File: src/uav_pkg.sv
// shared types and constants for the name atom validator
`default_nettype none

package uav_pkg;

    localparam int MAX_ATOM_BYTES = 256;
    localparam int LEN_W          = 9;
    localparam int CP_W           = 21;
    localparam int SEQ_W          = 2;
    localparam int CFG_IDX_W      = 1;
    localparam int CFG_DATA_W     = 9;

    localparam logic [LEN_W-1:0] MAX_LENGTH_RESET = LEN_W'(MAX_ATOM_BYTES);
    localparam logic [7:0]       SEPARATOR_RESET  = 8'h2e;

    localparam logic [CP_W-1:0] CP_MIN_THREE = CP_W'(24'h000800);
    localparam logic [CP_W-1:0] CP_MIN_FOUR  = CP_W'(24'h010000);
    localparam logic [CP_W-1:0] CP_MAX       = CP_W'(24'h10ffff);
    localparam logic [CP_W-1:0] CP_SURR_LO   = CP_W'(24'h00d800);
    localparam logic [CP_W-1:0] CP_SURR_HI   = CP_W'(24'h00dfff);

    typedef enum logic [CFG_IDX_W-1:0] {
        CFG_MAX_LENGTH = 1'b0,
        CFG_SEPARATOR  = 1'b1
    } cfg_idx_t;

    typedef enum logic [3:0] {
        ERR_NONE      = 4'd0,
        ERR_NUL       = 4'd1,
        ERR_BAD_LEAD  = 4'd2,
        ERR_BAD_CONT  = 4'd3,
        ERR_TRUNCATED = 4'd4,
        ERR_OVERLONG  = 4'd5,
        ERR_SURROGATE = 4'd6,
        ERR_TOO_LARGE = 4'd7,
        ERR_SEPARATOR = 4'd8,
        ERR_TOO_LONG  = 4'd9
    } err_code_t;

    typedef struct packed {
        logic             valid_res;
        err_code_t        error_code;
        logic [LEN_W-1:0] byte_count;
    } result_t;

endpackage

`default_nettype wire

File: src/uav_if.sv
// stream interfaces for atom bytes and check results
`default_nettype none

interface uav_byte_if;
    logic       valid;
    logic       ready;
    logic [7:0] data_byte;
    logic       last;

    modport source (output valid, output data_byte, output last, input ready);
    modport sink   (input valid, input data_byte, input last, output ready);
endinterface

interface uav_res_if;
    logic                     valid;
    logic                     ready;
    logic                     valid_res;
    uav_pkg::err_code_t       error_code;
    logic [uav_pkg::LEN_W-1:0] byte_count;

    modport source (output valid, output valid_res, output error_code, output byte_count,
                    input ready);
    modport sink   (input valid, input valid_res, input error_code, input byte_count,
                    output ready);
endinterface

`default_nettype wire

File: src/uav_decoder.sv
// per-byte utf-8 decoder, separator and length check with atom state
`default_nettype none

module uav_decoder
(
    input  wire logic                      clk,
    input  wire logic                      rst_n,
    input  wire logic                      accept,
    input  wire logic [7:0]                data_byte,
    input  wire logic                      last,
    input  wire logic [uav_pkg::LEN_W-1:0] limit,
    input  wire logic [7:0]                separator_byte,
    output uav_pkg::result_t               result
);
    import uav_pkg::*;

    logic [SEQ_W-1:0] pend_reg, pend_next;
    logic [SEQ_W-1:0] seq_reg, seq_next;
    logic [CP_W-1:0]  acc_reg, acc_next;
    logic [LEN_W-1:0] len_reg, len_next;
    err_code_t        ferr_reg, ferr_next;

    always_comb
    begin
        err_code_t        err;
        logic [SEQ_W-1:0] pend_step;
        logic [SEQ_W-1:0] seq_step;
        logic [CP_W-1:0]  acc_step;
        logic [LEN_W-1:0] len_step;
        err_code_t        ferr_step;

        err       = ERR_NONE;
        pend_step = pend_reg;
        seq_step  = seq_reg;
        acc_step  = acc_reg;

        if (pend_reg != '0)
        begin
            if (data_byte[7:6] != 2'b10)
            begin
                pend_step = '0;
                err       = ERR_BAD_CONT;
            end
            else
            begin
                acc_step  = {acc_reg[CP_W-7:0], data_byte[5:0]};
                pend_step = pend_reg - SEQ_W'(1);
                if (pend_step == '0)
                begin
                    if (seq_reg == SEQ_W'(2) && acc_step < CP_MIN_THREE)
                        err = ERR_OVERLONG;
                    else if (seq_reg == SEQ_W'(3) && acc_step < CP_MIN_FOUR)
                        err = ERR_OVERLONG;
                    else if (acc_step > CP_MAX)
                        err = ERR_TOO_LARGE;
                    else if (acc_step >= CP_SURR_LO && acc_step <= CP_SURR_HI)
                        err = ERR_SURROGATE;
                end
            end
        end
        else if (data_byte == 8'h00)
            err = ERR_NUL;
        else if (data_byte[7] == 1'b0)
            err = ERR_NONE;
        else if (data_byte[7:5] == 3'b110)
        begin
            if (data_byte[4:1] == 4'b0000)
                err = ERR_OVERLONG;
            else
            begin
                pend_step = SEQ_W'(1);
                seq_step  = SEQ_W'(1);
                acc_step  = CP_W'(data_byte[4:0]);
            end
        end
        else if (data_byte[7:4] == 4'b1110)
        begin
            pend_step = SEQ_W'(2);
            seq_step  = SEQ_W'(2);
            acc_step  = CP_W'(data_byte[3:0]);
        end
        else if (data_byte[7:3] == 5'b11110)
        begin
            pend_step = SEQ_W'(3);
            seq_step  = SEQ_W'(3);
            acc_step  = CP_W'(data_byte[2:0]);
        end
        else
            err = ERR_BAD_LEAD;

        if (err == ERR_NONE && data_byte == separator_byte)
            err = ERR_SEPARATOR;

        len_step = (len_reg <= limit) ? len_reg + LEN_W'(1) : len_reg;
        if (err == ERR_NONE && len_step > limit)
            err = ERR_TOO_LONG;

        ferr_step = (ferr_reg == ERR_NONE) ? err : ferr_reg;
        if (ferr_step == ERR_NONE && pend_step != '0)
            ferr_step = last ? ERR_TRUNCATED : ERR_NONE;

        result.valid_res  = (ferr_step == ERR_NONE);
        result.error_code = ferr_step;
        result.byte_count = len_step;

        if (last)
        begin
            pend_next = '0;
            seq_next  = '0;
            acc_next  = '0;
            len_next  = '0;
            ferr_next = ERR_NONE;
        end
        else
        begin
            pend_next = pend_step;
            seq_next  = seq_step;
            acc_next  = acc_step;
            len_next  = len_step;
            ferr_next = ferr_step;
        end
    end

    always_ff @(posedge clk or negedge rst_n)
    begin
        if (!rst_n)
        begin
            pend_reg <= '0;
            seq_reg  <= '0;
            acc_reg  <= '0;
            len_reg  <= '0;
            ferr_reg <= ERR_NONE;
        end
        else if (accept)
        begin
            pend_reg <= pend_next;
            seq_reg  <= seq_next;
            acc_reg  <= acc_next;
            len_reg  <= len_next;
            ferr_reg <= ferr_next;
        end
    end

endmodule

`default_nettype wire

File: src/uav_out_reg.sv
// result register between the decoder and the result channel
`default_nettype none

module uav_out_reg
(
    input  wire logic             clk,
    input  wire logic             rst_n,
    input  wire logic             load,
    input  wire uav_pkg::result_t result,
    output logic                  can_load,
    uav_res_if.source             res
);
    import uav_pkg::*;

    logic    valid_reg, valid_next;
    result_t data_reg;

    assign can_load = !valid_reg || res.ready;

    always_comb
    begin
        if (load)
            valid_next = 1'b1;
        else if (res.ready)
            valid_next = 1'b0;
        else
            valid_next = valid_reg;
    end

    always_ff @(posedge clk or negedge rst_n)
    begin
        if (!rst_n)
            valid_reg <= 1'b0;
        else
            valid_reg <= valid_next;
    end

    always_ff @(posedge clk)
    begin
        if (load)
            data_reg <= result;
    end

    assign res.valid      = valid_reg;
    assign res.valid_res  = data_reg.valid_res;
    assign res.error_code = data_reg.error_code;
    assign res.byte_count = data_reg.byte_count;

endmodule

`default_nettype wire

File: src/utf8_name_atom_validator.sv
// top level of the streaming name atom validator
//
//   channel   dir   payload                                  transfer
//   atom      in    data_byte[7:0], last                     valid && ready
//   result    out   valid_res, error_code[3:0], byte_count   valid && ready
//   cfg       in    cfg_index, cfg_data[8:0]                 cfg_we
//
// one byte per cycle while atom is not stalled; the decoder state updates on each transfer
// a result is loaded into the output register at the transfer of its last byte
// and is valid on the result channel from the next cycle
// atom stalls only while a finished result is held and result.ready is low
// reset clears the atom state and the config to max_length 256, separator 0x2e
`default_nettype none

module utf8_name_atom_validator
(
    input  wire logic                          clk,
    input  wire logic                          rst_n,
    input  wire logic                          cfg_we,
    input  wire logic [uav_pkg::CFG_IDX_W-1:0] cfg_index,
    input  wire logic [uav_pkg::CFG_DATA_W-1:0] cfg_data,
    uav_byte_if.sink                           atom,
    uav_res_if.source                          result
);
    import uav_pkg::*;

    logic [LEN_W-1:0] max_length_reg;
    logic [7:0]       separator_reg;
    logic [LEN_W-1:0] limit;
    logic             can_load;
    logic             accept;
    result_t          step_result;

    always_ff @(posedge clk or negedge rst_n)
    begin
        if (!rst_n)
        begin
            max_length_reg <= MAX_LENGTH_RESET;
            separator_reg  <= SEPARATOR_RESET;
        end
        else if (cfg_we)
        begin
            unique case (cfg_idx_t'(cfg_index))
                CFG_MAX_LENGTH: max_length_reg <= cfg_data[LEN_W-1:0];
                CFG_SEPARATOR:  separator_reg  <= cfg_data[7:0];
                default:        ;
            endcase
        end
    end

    assign limit = (max_length_reg > MAX_LENGTH_RESET) ? MAX_LENGTH_RESET : max_length_reg;

    assign atom.ready = can_load;
    assign accept     = atom.valid && can_load;

    uav_decoder u_decoder
    (
        .clk            (clk),
        .rst_n          (rst_n),
        .accept         (accept),
        .data_byte      (atom.data_byte),
        .last           (atom.last),
        .limit          (limit),
        .separator_byte (separator_reg),
        .result         (step_result)
    );

    uav_out_reg u_out_reg
    (
        .clk      (clk),
        .rst_n    (rst_n),
        .load     (accept && atom.last),
        .result   (step_result),
        .can_load (can_load),
        .res      (result)
    );

endmodule

`default_nettype wire

File: src/flat_wrapper.sv
// flat-port wrapper written by rule: the top's interface ports become plain ports
module utf8_name_atom_validator_flat import uav_pkg::*;
  (clk, rst_n, cfg_we, cfg_index, cfg_data, atom_valid, atom_data_byte, atom_last, atom_ready, result_valid, result_valid_res, result_error_code, result_byte_count, result_ready);
  uav_byte_if atom_i ();
  uav_res_if result_i ();
  input  wire logic clk;
  input  wire logic rst_n;
  input  wire logic cfg_we;
  input  wire logic [uav_pkg::CFG_IDX_W-1:0] cfg_index;
  input  wire logic [uav_pkg::CFG_DATA_W-1:0] cfg_data;
  input wire logic [$bits(atom_i.valid)-1:0] atom_valid;
  input wire logic [$bits(atom_i.data_byte)-1:0] atom_data_byte;
  input wire logic [$bits(atom_i.last)-1:0] atom_last;
  output wire logic [$bits(atom_i.ready)-1:0] atom_ready;
  output wire logic [$bits(result_i.valid)-1:0] result_valid;
  output wire logic [$bits(result_i.valid_res)-1:0] result_valid_res;
  output wire logic [$bits(result_i.error_code)-1:0] result_error_code;
  output wire logic [$bits(result_i.byte_count)-1:0] result_byte_count;
  input wire logic [$bits(result_i.ready)-1:0] result_ready;
  assign atom_i.valid = atom_valid;
  assign atom_i.data_byte = atom_data_byte;
  assign atom_i.last = atom_last;
  assign atom_ready = atom_i.ready;
  assign result_valid = result_i.valid;
  assign result_valid_res = result_i.valid_res;
  assign result_error_code = result_i.error_code;
  assign result_byte_count = result_i.byte_count;
  assign result_i.ready = result_ready;
  utf8_name_atom_validator u_core (.clk(clk), .rst_n(rst_n), .cfg_we(cfg_we), .cfg_index(cfg_index), .cfg_data(cfg_data), .atom(atom_i), .result(result_i));
endmodule
File: config.mk
export PLATFORM = sky130hd
export DESIGN_NAME = utf8_name_atom_validator_flat
export DESIGN_NICKNAME = d
export VERILOG_FILES = /design/src/uav_pkg.sv /design/src/uav_if.sv /design/src/uav_decoder.sv /design/src/uav_out_reg.sv /design/src/utf8_name_atom_validator.sv /design/src/flat_wrapper.sv
export SDC_FILE = /design/constraint.sdc
export NUM_CORES = 1
export LEC_CHECK = 0
export BUFFER_PORTS_ARGS = -buffer_cell sky130_fd_sc_hd__buf_2
export CAP_MARGIN = 20
export CORE_MARGIN = 5
export CORE_UTILIZATION = 30
export DETAILED_ROUTE_END_ITERATION = 6
export HOLD_SLACK_MARGIN = 0.12
export PLACE_DENSITY = 0.44
export SKIP_CTS_REPAIR_TIMING = 1
export SYNTH_ARGS = -nofsm -noshare
export SYNTH_HDL_FRONTEND = slang
export SYNTH_SLANG_ARGS = --single-unit
File: constraint.sdc
create_clock -name clk -period 9.1 [get_ports clk]
set_input_delay 1.365 -clock clk [delete_from_list [all_inputs] [get_ports clk]]
set_output_delay 1.365 -clock clk [all_outputs]
set_load 0.03 [all_outputs]
Yosys cells after proc, flatten, opt, wreduce, memory -nomap -nowiden
Cells that the tools add are included.

Word-level logic and storage cells: 114. Output and inout bits: 16. Bits in registers: 64.

Bitwise operators: 1. $add $sub $neg: 2. Muxes and demuxes: 50. Eq/ne operators: 13. Order comparisons: 8. Reduce and logical (&&, ||, !) cells: 29.

Operators by type and width (number): two-way mux 15 bit (9); two-way mux 2 bit (19); two-way mux 4 bit (9); two-way mux 9 bit (3); logical NOT 4 bit (6); two-way mux 3 bit (8); >= comparator 21 x 16 -> 1 bit (second input constant) (1); greater-than comparator 21 bit (second input constant) (1); less-or-equal comparator 21 x 16 -> 1 bit (second input constant) (1); less-than comparator 21 x 12 -> 1 bit (second input constant) (1); less-than comparator 21 x 17 -> 1 bit (second input constant) (1); AND reduction 6 bit (2); adder 9 x 1 -> 9 bit (second input constant) (1); greater-than comparator 9 bit (1); greater-than comparator 9 bit (second input constant) (1); less-or-equal comparator 9 bit (1); inequality test 3 bit (second input constant) (3); == test 8 bit (1); logical AND 1 bit (8); logical NOT 8 bit (1); nonzero test 2 bit (4); inequality test 2 bit (second input constant) (3); == test 5 bit (second input constant) (1); nonzero test 5 bit (1); other kinds (13) (16).

Depth between registers and ports, before layout
Gate-level depths: netlist (run 1).

Word-level depth: 20. Mapped depth: 19.

By module
Synthesis (run 1) repeated with hierarchy kept, for this count alone.

Cells, all modules: 376. Area, all modules: 3799.9 um^2.

By module, submodules not included: uav_decoder (cells each 311, area an instance 2577.5 um^2, seq. area each 800.8 um^2, instances 1); utf8_name_atom_validator (cells each 48, area an instance 754.5 um^2, seq. area each 431.7 um^2, instances 1); uav_out_reg (cells each 17, area an instance 467.9 um^2, seq. area each 445.4 um^2, instances 1).

Worst setup path before layout (run 1)
OpenSTA, ideal clock, no wires.

Path kind: register -> register. From: register u_core.max_length_reg[8]. To: register u_core.u_out_reg.data_reg, in the netlist u_core.u_out_reg.res.error_code[2] (data pin). Stages on the path, launching flop included: 20. Buffers on the path: 1. Arrival: 4134 ps. Clock period less this slack: 4297 ps. Slack: 4803 ps. Data required time: 8937 ps. Cells stage by stage: dfstp_2 clkinv_1 nand2_1 ha_1 nor2b_1 o21a_1 o21ai_0 a211oi_1 o41ai_2 clkbuf_1 nand3_1 xnor2_1 ha_1 nand4_1 or3_1 o211ai_1 a21oi_1 a221o_1 or2_4 o31ai_4.

RTL lines: start, declared (RTL line utf8_name_atom_validator.sv:27) `logic [LEN_W-1:0] max_length_reg;`; start signal, assigned (RTL line utf8_name_atom_validator.sv:44) `CFG_MAX_LENGTH: max_length_reg <= cfg_data[LEN_W-1:0];`; end signal, assigned (RTL line uav_out_reg.sv:41) `data_reg <= result;`; end, declared (RTL line uav_out_reg.sv:16) `result_t data_reg;`.

==> summary by stage, run 1 <==
Run status
The run finished with clean final reports.

Finish
The area of all sequential standard cells is 1680 sq um. The number of flip-flops under the largest register name is 15. For this run, the number of standard cells in the final layout without fillers is roughly 550. Fill cells in the final layout number 1245. Of the cells placed in the final design, the portion with a size suffix greater than 1 is 0.216. The number of antenna diodes in the final layout is 0. The net count of the finished layout is 447. The synthesis-to-layout area growth is 18.6%. The final standard cell utilization of the core is 0.363. The combined area of the multi-input logic cells is 1890 sq um.

Pwr
The peak supply drop is 0.102 mV. The power per unit of standard cell area is approximately 250 nW/um^2. The leakage power is 1.91 nW. The overall power after layout is between 1 and 1.5 mW.

Worst setup path
The worst setup path is of the reg2reg kind. On the worst path, the slowest cell contributes a delay of 0.92 ns. Along the worst path, the maximum fanout reaches 24. In this design, the largest share of critical-path delay is due to compound AO/OA/AOI/OAI gates.

The cell with the largest stage delay on the worst path is sky130_fd_sc_hd__o41ai_4. The buffering stage count on the worst path with inverters included is 1. The worst setup path is launched from a register. The data arrival time of the critical path is around 5.2 ns. Traced cell by cell, the critical path runs through clkinv_1 > nand2_1 > ha_1 > nor2b_1 > o21a_1 > o21ai_0 > a211oi_1 > o41ai_4 > nand3_1 > xnor2_1 > ha_1 > a211oi_1 > o21ai_0 > o211ai_1 > a21oi_1 > a221o_1 > or2_4 > o31ai_4. At the worst endpoint, the required time is 9.26 ns. STA classifies the critical path endpoint as a register.

Logic synthesis
Of all flip-flops after synthesis, the portion carrying an async set or reset was 0.781. The dominant synthesized flop cell is sky130_fd_sc_hd__dfrtp_1. The number of nets in the synthesized netlist is between 400 and 500. After synthesis the cells add up to 3670 sq um. The cell count after synthesis came out at 365. After synthesis, the cell types taking the most area are sky130_fd_sc_hd__dfrtp_1, sky130_fd_sc_hd__edfxtp_1, sky130_fd_sc_hd__ha_1, sky130_fd_sc_hd__nand2_1, sky130_fd_sc_hd__mux2_2. The register bit total from synthesis is 64.

The leading area contributor after synthesis is sky130_fd_sc_hd__dfrtp_1. The share of synthesized area in the top cell type comes to 0.307. The distinct cell type count of the synthesized netlist is 58.

Yosys printed 0 warnings. The synthesized area per cell is 10.1 sq um. The number of enable-type register cells in the synthesized netlist is 14. The share of the Yosys chip area taken by registers is 0.457.

Global routing
The pin count of the biggest net entering global routing is between 50 and 60. The total congestion overflow is 0. The global-route wire length before repair is ~15000 um. The initial antenna violation count is 0. The combined global-route utilization of all metal layers is 0.132. The via count of the first global-routing pass is around 2.8k.

STA
The total count of hold-check failures in the final report is 0. The worst relative slew slack is 0.234. The clock arrives with 0.00702 ns of skew.

For the pin with the worst max-slew slack, the measured transition is 1.15 ns. The final-layout setup total negative slack is 0 ns. Setup repair after global routing left no endpoint under its margin. The post-route minimum period is 5.07 ns.

Across all setup checks in the final design, the least slack found is 4.03 ns. The final count of negative-setup-slack endpoints is 0. Of the available clock period, the critical path in the final layout requires 0.557.

The fmax is 197 MHz. The count of pins over their slew limit is 0.

Clocking
The clock edge transition at the registers on the reported setup and hold paths is 0.06 ns. The number of buffers added by the clock tree synthesis step is 9. The TritonCTS clock tree is done. CTS built an H-tree with a depth of 3. The clock insertion delay at the later pin of the skew report is approximately 0.33 ns. The maximum number of buffers from clock root to sink is 2.

The tree is rooted in a sky130_fd_sc_hd__clkbuf_16. The clock drives 64 sinks.

Route
Detailed routing inserted a total of ~2.8k vias. In this run the remaining antenna-violating nets after routing total 0. Dividing the detail-routed wire length by the instance count gives 16.4 um. Wires add up to 9100 um.

The remaining routing DRC violations is 0. The first detailed-routing pass took 4 iterations. The detailed router finished its first iteration with 147 violations. In the routed layout, each cell is associated on average with a via count of between 5 and 6.

Floorplanning
The overall die height is 121 um. The die covers 14600 sq um. The floorplan die width is roughly 120 um.

The number of rows created at floorplan is 40. The number of top-level pins is 40. The core box area is 12000 sq um. The initial standard-cell utilization of the core is 0.306.

Place
At the end of routability-driven placement, the weighted congestion stood at approximately 0.86. The number of port buffers is 39. The final HPWL from detailed placement is 6860 um. OpenSTA, run right after detailed placement, puts the worst setup slack at about 4.0 ns. The number of placed instances, taps included is 538.

Min path
The min-delay analysis places its worst path in the category reg2reg.

Flow run
Max-cap violations in this run came to 0.
-- report_power, final --
group / leakage [nW] / switching [mW] / internal (mW)
clock: 0.168 / 0.124 / 0.264
combinational: 0.971 / 0.182 / 0.127
sequential: 0.773 / 0.0351 / 0.345
total: 1.91 / 0.341 / 0.736
-- cell usage in the layout (no fill, tap or decap), types with 2 or more instances in the layout --
cell type / count
sky130_fd_sc_hd__nor2b_1: 4
sky130_fd_sc_hd__and3_1: 10
sky130_fd_sc_hd__dfrtp_1: 45
sky130_fd_sc_hd__a211oi_1: 5
sky130_fd_sc_hd__bufinv_16: 2
sky130_fd_sc_hd__nor2_1: 13
sky130_fd_sc_hd__buf_4: 3
sky130_fd_sc_hd__o32ai_1: 2
sky130_fd_sc_hd__ha_1: 21
sky130_fd_sc_hd__a21oi_1: 8
sky130_fd_sc_hd__xnor2_1: 8
sky130_fd_sc_hd__nand3_1: 10
sky130_fd_sc_hd__a22o_1: 3
sky130_fd_sc_hd__dfstp_2: 5
sky130_fd_sc_hd__nand4_1: 6
sky130_fd_sc_hd__o21a_1: 3
sky130_fd_sc_hd__nand2b_1: 10
sky130_fd_sc_hd__o21ai_0: 31
sky130_fd_sc_hd__or4_1: 2
sky130_fd_sc_hd__clkbuf_16: 10
sky130_fd_sc_hd__o211a_1: 2
sky130_fd_sc_hd__o211ai_1: 6
sky130_fd_sc_hd__nor4_1: 4
sky130_fd_sc_hd__and2_1: 3
sky130_fd_sc_hd__inv_1: 12
sky130_fd_sc_hd__xor2_1: 8
sky130_fd_sc_hd__a31o_2: 2
sky130_fd_sc_hd__a211o_1: 2
sky130_fd_sc_hd__a311o_1: 3
sky130_fd_sc_hd__nor3_1: 4
sky130_fd_sc_hd__nand2_1: 58
sky130_fd_sc_hd__buf_2: 39
sky130_fd_sc_hd__nand3b_1: 3
sky130_fd_sc_hd__edfxtp_1: 14
sky130_fd_sc_hd__mux2_2: 17
-- routing by layer --
layer,track usage,routed length (um)
met1,0.190,4660
met3,0.0341,371
met4,0.0432,133
met2,0.191,3930
met5,0,0
-- kinds of logic (layout without fill, tap and decap cells) --
logic type	Yosys count	after routing	synth area share
AND/OR/NAND/NOR	138	138	0.194
AO/OA/AOI/OAI	80	80	0.154
flip-flops	64	64	0.457
buffers and inverters	29	71	0.0327
adder cells (fa/ha/maj)	21	21	0.0715
multiplexers	17	17	0.0521
XOR/XNOR	16	16	0.0382
-- cells in the mapped netlist, types with 8 or more instances --
library cell	instances
sky130_fd_sc_hd__clkbuf_1	14
sky130_fd_sc_hd__o21ai_0	32
sky130_fd_sc_hd__and3_1	10
sky130_fd_sc_hd__xnor2_1	8
sky130_fd_sc_hd__nand3_1	10
sky130_fd_sc_hd__edfxtp_1	14
sky130_fd_sc_hd__ha_1	21
sky130_fd_sc_hd__nand2b_1	10
sky130_fd_sc_hd__nor2_1	13
sky130_fd_sc_hd__inv_1	12
sky130_fd_sc_hd__nand2_1	58
sky130_fd_sc_hd__a21oi_1	8
sky130_fd_sc_hd__dfrtp_1	45
sky130_fd_sc_hd__mux2_2	17
sky130_fd_sc_hd__xor2_1	8
-- worst paths after layout --
check / from / endpoint / slack (ns) / cells past startpoint
max reg2reg: u_core.max_length_reg[8]$_DFFE_PN1P_ / u_core.u_out_reg.res.error_code[2]$_DFFE_PP_ / 4.03 / 18
min: u_core.u_decoder.acc_reg[1]$_DFFE_PN0P_ / u_core.u_decoder.acc_reg[1]$_DFFE_PN0P_ / 0.48 / 2
min reg2reg: u_core.u_decoder.acc_reg[1]$_DFFE_PN0P_ / u_core.u_decoder.acc_reg[1]$_DFFE_PN0P_ / 0.48 / 2
min in group asynchronous: rst_n / u_core.u_out_reg.res.valid$_DFFE_PN0P_ / 1.17 / 2
max: u_core.max_length_reg[8]$_DFFE_PN1P_ / u_core.u_out_reg.res.error_code[2]$_DFFE_PP_ / 4.03 / 18
max in group asynchronous: rst_n / u_core.max_length_reg[1]$_DFFE_PN0P_ / 7.49 / 2
-- stage by stage --
step	cell area [sq um]	hold WS (ns)
3_5_place_dp	4010	0.476
2_1_floorplan	3670	0.443
5_1_grt	4360	0.518
4_1_cts	4360	0.489
6_report	4360	0.484
3_3_place_gp	4010	0.466
-- layout make-up --
cell class / instances / share of cell area
clock buffer: 12 / 0.0615
clock inverter: 4 / 0.0169
inverter: 13 / 0.0112
multi-input combinational: 272 / 0.433
sequential: 64 / 0.385
tap: 147 / 0.0422
timing repair buffer: 42 / 0.0500
-- tightest hold or removal path, stage by stage, from the launching register on --
cell	delay (ns)
sky130_fd_sc_hd__dfrtp_1	0.34
sky130_fd_sc_hd__nand2_1	0.04
sky130_fd_sc_hd__o21ai_0	0.06
No activity file was read; power rests on OpenSTA's default activity.
==> inputs of run 2 (changes only) <==
clock period = 5.1 ns   (was 9.1 ns; I/O delays follow)
==> run 2 against run 1 <==
Net effect: maximum frequency grew 11%; critical path depth grew 1; sequential cell count is the same; register-to-register slack lost 3.5 ns; die area is the same; non-clock buffer count grew 1; sequential power grew 78%; cell count grew 0.18%; routed wire length grew 2.6%; largest cell class unchanged.
==> summary by stage, run 2 (synthesized netlist as in run 1, its figures left out) <==
Finish
The share of post-route cells with drive strength above 1 is 0.221. Leaving out fill and tap cells, the most frequent cells in the layout are sky130_fd_sc_hd__nand2_1, sky130_fd_sc_hd__dfrtp_1, sky130_fd_sc_hd__buf_2. The synthesis-to-layout area growth is 17.6%.

The number of antenna repair diodes is 0. The number of flip-flops under the largest register name is 15. The combined area of the multi-input logic cells is 1890 sq um. The library cell used most frequently in the layout, excluding fill and tap cells, is sky130_fd_sc_hd__nand2_1.

The area of all sequential standard cells is 1680 sq um. Counting the fill cells in the layout gives 1239. The net count reported at finish is 448.

Clocking
The clock insertion delay at the later pin of the skew report is 0.33 ns. TritonCTS built the clock tree. The maximum number of buffers from clock root to sink is 2. The number of buffers added by the clock tree synthesis step is 9. The clock drives 64 sinks. The H-tree was split into 3 levels.

The cell chosen for the clock root is sky130_fd_sc_hd__clkbuf_16. Clock-pin slew was measured on the worst setup and hold paths at 0.06 ns.

Place
The routability congestion estimate is 0.858. The final HPWL from detailed placement is 7010 um. Before CTS, the worst setup slack after placement is approximately 0.53 ns. The count of buffers added on input and output ports is 39.

Pwr
In this run the power density over the cells is 426 nW/um^2. Of the total power, combinational logic draws 0.303. The clock share of power is 0.330.

In this run the static leakage power is approximately 1.9 nW. For this design the total switching power over the nets is 0.620 mW. The peak supply drop is 0.161 mV. The internal power of the cells is 1.22 mW. Of the total power, the share spent switching nets is 0.337.

The sequential power share is 0.368.

STA
The worst-case clock skew is a little over 0.004 ns. Setup repair after global routing left no endpoint under its margin. Setup slack on the critical path of the routed design comes to 0.531 ns. Of the available clock period, the critical path in the final layout requires 0.896. For the final routed database, the setup TNS stands at 0 ns. The total count of hold-check failures in the final report is 0. The routed design could run at a clock period as short as 4.57 ns.

At the pin with the least slew margin, the transition time is approximately 0.85 ns. Measured against its own limit, the worst slew margin works out to 0.434. The count of pins over their slew limit was 0. The fmax is 219 MHz.

Setup violations remaining at the end of the flow were counted as 0.

Worst setup path
The category of the worst setup path capture point is a register. The kind of critical path is reg2reg. The data arrival time of the critical path is 4.73 ns.

For this run, the slowest stage of the critical path takes 0.54 ns. The cell with the largest stage delay on the worst path is sky130_fd_sc_hd__dfstp_2. The required time reported for the critical path endpoint is approximately 5.3 ns. The type of origin of the critical path is a register. The worst register-to-register path has a setup slack of 0.53 ns. The critical path goes through clkinv_1 > nand2_1 > ha_1 > nor2b_1 > o21a_1 > o21ai_0 > a211oi_1 > o41ai_4 > buf_4 > nand3_1 > xnor2_1 > ha_1 > a211oi_1 > o21ai_0 > o211ai_1 > a21oi_1 > a221o_1 > or2_4 > o31ai_4. Grouping stages by cell kind, the critical path spends the most delay in compound AO/OA/AOI/OAI gates. Along the worst path, the maximum fanout reaches 24. The number of buffers and inverters on the critical path is 2.

Run status
The flow ran to the end, and the final reports show no timing, DRC or antenna violations.

Route
The number of antenna-violating nets in the routed design is 0. The initial detailed-routing violation count is around 150. The average wire per cell in the routed design is 16.8 um. The routed layout has about 2.8k vias. The aggregate routed wire length is 9330 um.

The number of vias per cell is slightly above 5. For this run, design rule violations remaining after detail routing come to 0. The total iterations of the first detailed-routing run is 4.

Global routing
The combined global-route utilization of all metal layers is 0.135. The initial antenna violation count is 0. The first global-routing pass estimated 15300 um of wire.

The via count of the first global-routing pass came to 2869. For this run the aggregate overflow at the end of global routing stands at 0. Entering global routing, the biggest net connects 51 pins.

Floorplanning
After floorplanning, the core was sized to cover approximately 12000 sq um. The floorplan step defined a die boundary enclosing between 10000 and 15000 sq um. The number of top-level pins is 40. The number of rows created at floorplan is 40.

The initial standard-cell utilization of the core is 0.306. Measured along the x axis, the die boundary spans 121 um. The die is approximately 120 um tall.

Min path
The path class of the lowest-slack min-delay path is reg2reg.

Flow run
The number of max-capacitance violations reported is 0.
==> run 2: power by group through the flow <==
| stage | Clock (mW) | Sequential, mW | Combinational, mW |
|---|---|---|---|
| after CTS | 0.627 | 0.678 | 0.564 |
| after global placement | 0 | 0.686 | 0.561 |
| after global routing | 0.654 | 0.686 | 0.626 |
| after detailed placement | 0 | 0.687 | 0.561 |
| after floorplan | 0 | 0.696 | 0.382 |
| final | 0.607 | 0.677 | 0.557 |
==> run 2: final timing paths <==
check,from,to,cells after the start
worst min-delay path,u_core.u_decoder.acc_reg[1]$_DFFE_PN0P_,u_core.u_decoder.acc_reg[1]$_DFFE_PN0P_,2
worst max-delay path,u_core.max_length_reg[8]$_DFFE_PN1P_,u_core.u_out_reg.res.error_code[2]$_DFFE_PP_,19
worst max register to register,u_core.max_length_reg[8]$_DFFE_PN1P_,u_core.u_out_reg.res.error_code[2]$_DFFE_PP_,19
worst min register to register,u_core.u_decoder.acc_reg[1]$_DFFE_PN0P_,u_core.u_decoder.acc_reg[1]$_DFFE_PN0P_,2
min in group asynchronous,rst_n,u_core.u_out_reg.res.valid$_DFFE_PN0P_,2
max in group asynchronous,rst_n,u_core.u_decoder.pend_reg[1]$_DFFE_PN0P_,2
==> run 2: layout make-up <==
| type | count | area share |
|---|---|---|
| well taps | 147 | 0.0426 |
| clock inverters | 5 | 0.00811 |
| flip-flops and latches | 64 | 0.388 |
| clock buffers | 11 | 0.0611 |
| repair buffers | 43 | 0.0521 |
| multi-input cells | 272 | 0.436 |
| inverters | 13 | 0.0113 |
==> run 2: through the flow <==
| stage | hold WS [ns] | area, sq um | util | total power [mW] | std cells |
|---|---|---|---|---|---|
| after floorplan | 0.443 | 3670 | - | 1.08 | 365 |
| after global placement | 0.465 | 4020 | 0.335 | 1.25 | 539 |
| after detailed placement | 0.471 | 4020 | 0.335 | 1.25 | 539 |
| after CTS | 0.485 | 4320 | 0.360 | 1.87 | 555 |
| after global routing | 0.524 | 4320 | 0.360 | 1.97 | 555 |
| final | 0.481 | 4320 | 0.360 | 1.84 | 555 |
==> run 2: tightest hold or removal path: cells and delay by family (launching register included) <==
family	cells	cell delay (ns)
and+or+nand+nor	1	0.04
AOI/OAI and AO/OA	1	0.06
DFF	1	0.34
==> run 2: routing by layer <==
layer | vias up | wire length (um) | global-route usage | share of wire
li1 | 1407 | - | - | -
met1 | 1370 | 4740 | 0.188 | 0.51
met2 | 45 | 4200 | 0.207 | 0.45
met3 | 7 | 300 | 0.0337 | 0.032
met4 | 0 | 84 | 0.0404 | 0.0090
met5 | - | 0 | 0 | 0
==> inputs of run 3 (changes only) <==
CORE_MARGIN = unset   (was 5)
PLACE_DENSITY = unset   (was 0.44)
==> run 3 against run 2 <==
Net effect: clock-buffer cell count up 1; via count grew 0.74%; non-clock buffer count down 1; largest cell class unchanged; global-route usage is 1.4 points higher.
==> summary by stage, run 3 (synthesized netlist as in run 1, its figures left out) <==
Run status
The flow ran to the end, and the final reports show no timing, DRC or antenna violations.

Finish
The synthesis-to-layout area growth is 17.0%. Leaving out fill and tap cells, the most frequent cell in the layout is sky130_fd_sc_hd__nand2_1. In the layout the commonest cells are sky130_fd_sc_hd__nand2_1, sky130_fd_sc_hd__dfrtp_1, sky130_fd_sc_hd__buf_2. The final standard cell utilization of the core is 0.359. The number of flip-flops under the largest register name is 15. The number of antenna repair diodes is 0.

The final layout contains 447 nets. The share of post-route cells with drive strength above 1 is 0.216. The finished cells cover 4300 sq um.

Pwr
The net switching component of the power is just over 0.6 mW. The clock share of power is 0.329. The sequential power share is 0.371. The peak supply drop is 0.126 mV. The share of total power dissipated in combinational logic is 0.301. Of the total power, the share spent switching nets is 0.335. Internal power comes to 1.21 mW.

The leakage power is between 1.5 and 2 nW. The power per unit of standard cell area is 425 nW/um^2.

Worst setup path
Tracing the worst setup path back leads to its startpoint at u_core.max_length_reg[8]$_DFFE_PN1P_. The category of cells accounting for the largest share of critical-path delay is compound AO/OA/AOI/OAI gates. Among all stages on the critical path, the largest delay is contributed by sky130_fd_sc_hd__dfstp_2. In this run the critical register-to-register path is launched from u_core.max_length_reg[8]$_DFFE_PN1P_. The type of origin of the critical path is a register. The largest single stage delay on the critical path is 0.54 ns. Counting both buffers and inverters, the worst setup path holds a total of 2. The data arrival time of the critical path is 4.84 ns. Data on the critical path is required at its endpoint by 5.27 ns. The worst register-to-register path has a depth of 19. Walking the worst path, the cells encountered are clkinv_1 > nand2_1 > ha_1 > nor2b_1 > o21a_1 > o21ai_0 > a211oi_1 > o41ai_2 > buf_4 > nand3_1 > xnor2_1 > ha_1 > a211oi_1 > o21ai_0 > o211ai_1 > a21oi_1 > a221o_1 > or2_4 > o31ai_4. Counting buffers and inverters, the worst setup path is 19 cells deep. STA classifies the critical path endpoint as a register. The setup path with the least slack is of type reg2reg.

The peak fanout along the critical path is 24.

Floorplanning
40 I/O pins were placed. The die covers 12700 sq um. The number of rows created at floorplan is 40. Measured along the x axis, the die boundary spans 113 um. The overall die height is ~110 um. For this configuration, the core starts out at a cell density of 0.307. The core box area is 12000 sq um.

Route
The remaining routing DRC violations is 0. After detailed routing, the number of vias per cell comes to 5.14. After detailed routing, the average wire length per cell comes to 15.6 um. In this run, the number of DRC markers left after iteration 0 of detailed routing was 138. The first TritonRoute pass finished after 4 iterations. The detailed-route via count is 2850. The detail route stage leaves a number of antenna-violating nets equal to 0. The aggregate routed wire length is roughly 8600 um.

Global routing
For this run, global-route usage on met2 was measured as 0.217. The global-route track usage on met3 is 0.0319. The pin count of the biggest net entering global routing is 51. The global-route wire length before repair is 14800 um. In the global route stage, overall resource usage came out at 0.150.

The via count of the first global-routing pass is between 2k and 3k. The total congestion overflow is 0. met2 is the most crowded layer. The initial antenna violation count is 0. The fraction of met1 tracks used by global routing is 0.214.

STA
Measured against its own limit, the worst slew margin works out to 0.453. The count of pins over their slew limit is 0. The fmax is 214 MHz. The routed design could run at a clock period as short as 4.67 ns.

The share of the clock period used by the worst path after layout is 0.915. The worst-case hold slack is 0.483 ns. The worst-case clock skew is 0.00572 ns. The total count of hold-check failures in the final report is 0. For the final routed database, the setup TNS stands at 0 ns.

The worst-margin pin slew is 0.818 ns. Setup violations remaining at the end of the flow were counted as 0. The final worst setup slack is around 0.43 ns. Setup repair after global routing left no endpoint under its margin.

Clocking
The clock insertion delay at the later pin of the skew report is 0.34 ns. The cell chosen for the clock root is sky130_fd_sc_hd__clkbuf_16. The maximum number of buffers from clock root to sink is 2. TritonCTS built the clock tree.

The clock edge transition at the registers on the reported setup and hold paths is 0.06 ns. The H-tree generated during clock tree synthesis spans 3 levels. The number of sinks on the clock net is 64. The number of buffers added by the clock tree synthesis step is 9.

Place
The routability congestion estimate is roughly 0.84. The count of buffers added on input and output ports is 39. At the placement stage, the worst setup path has a slack of 0.462 ns.

The placed standard-cell area is 4000 sq um. Detailed placement ended at an HPWL of 6400 um.

Flow run
The number of max-capacitance violations reported is 0.

Min path
The worst hold path passes through 2 cells. The worst min-delay path startpoint is u_core.u_decoder.acc_reg[1]$_DFFE_PN0P_. The path class of the lowest-slack min-delay path is reg2reg.
==> run 3: per-stage QoR <==
stage,instances,total power [mW]
after floorplan,365,1.08
after global placement,538,1.22
after detailed placement,538,1.23
after CTS,554,1.84
after global routing,554,1.94
final,554,1.83
==> run 3: worst register-to-register path: cells and delay by family, from the launching register on <==
family,cells,cell delay (ns)
adder cells (fa/ha/maj),2,0.57
buffers and inverters,2,0.49
AO/OA/AOI/OAI,10,1.95
AND/OR/NAND/NOR,4,0.69
XOR/XNOR,1,0.28
flip-flops,1,0.54
==> run 3: per-layer routing <==
metal  routed length [um]  share of wire
met2                 3790           0.44
met1                 4340           0.50
met3                  332          0.039
met4                  158          0.018
met5                    0              0
==> run 3: area by class of cell <==
type | count | area [sq um]
Clock inverter | 4 | 26.3
Inverter | 13 | 48.8
Multi-Input combinational cell | 272 | 1870
Fill cell | 1232 | 7660
Timing Repair Buffer | 42 | 218
Tap cell | 147 | 184
Sequential cell | 64 | 1680
Clock buffer | 12 | 268
==> run 3: final timing paths <==
path	endpoint	slack (ns)
max	u_core.u_out_reg.res.error_code[2]$_DFFE_PP_	0.43
min	u_core.u_decoder.acc_reg[1]$_DFFE_PN0P_	0.48
max reg2reg	u_core.u_out_reg.res.error_code[2]$_DFFE_PP_	0.43
min reg2reg	u_core.u_decoder.acc_reg[1]$_DFFE_PN0P_	0.48
max in group asynchronous	u_core.max_length_reg[3]$_DFFE_PN0P_	4.11
min in group asynchronous	u_core.u_decoder.acc_reg[7]$_DFFE_PN0P_	0.53
==> run 3: power groups by stage <==
stage / registers, mW / logic (mW) / clock network (mW)
after floorplan: 0.696 / 0.382 / 0
after global placement: 0.683 / 0.538 / 0
after detailed placement: 0.685 / 0.547 / 0
after CTS: 0.676 / 0.553 / 0.611
after global routing: 0.686 / 0.615 / 0.639
final: 0.676 / 0.549 / 0.600
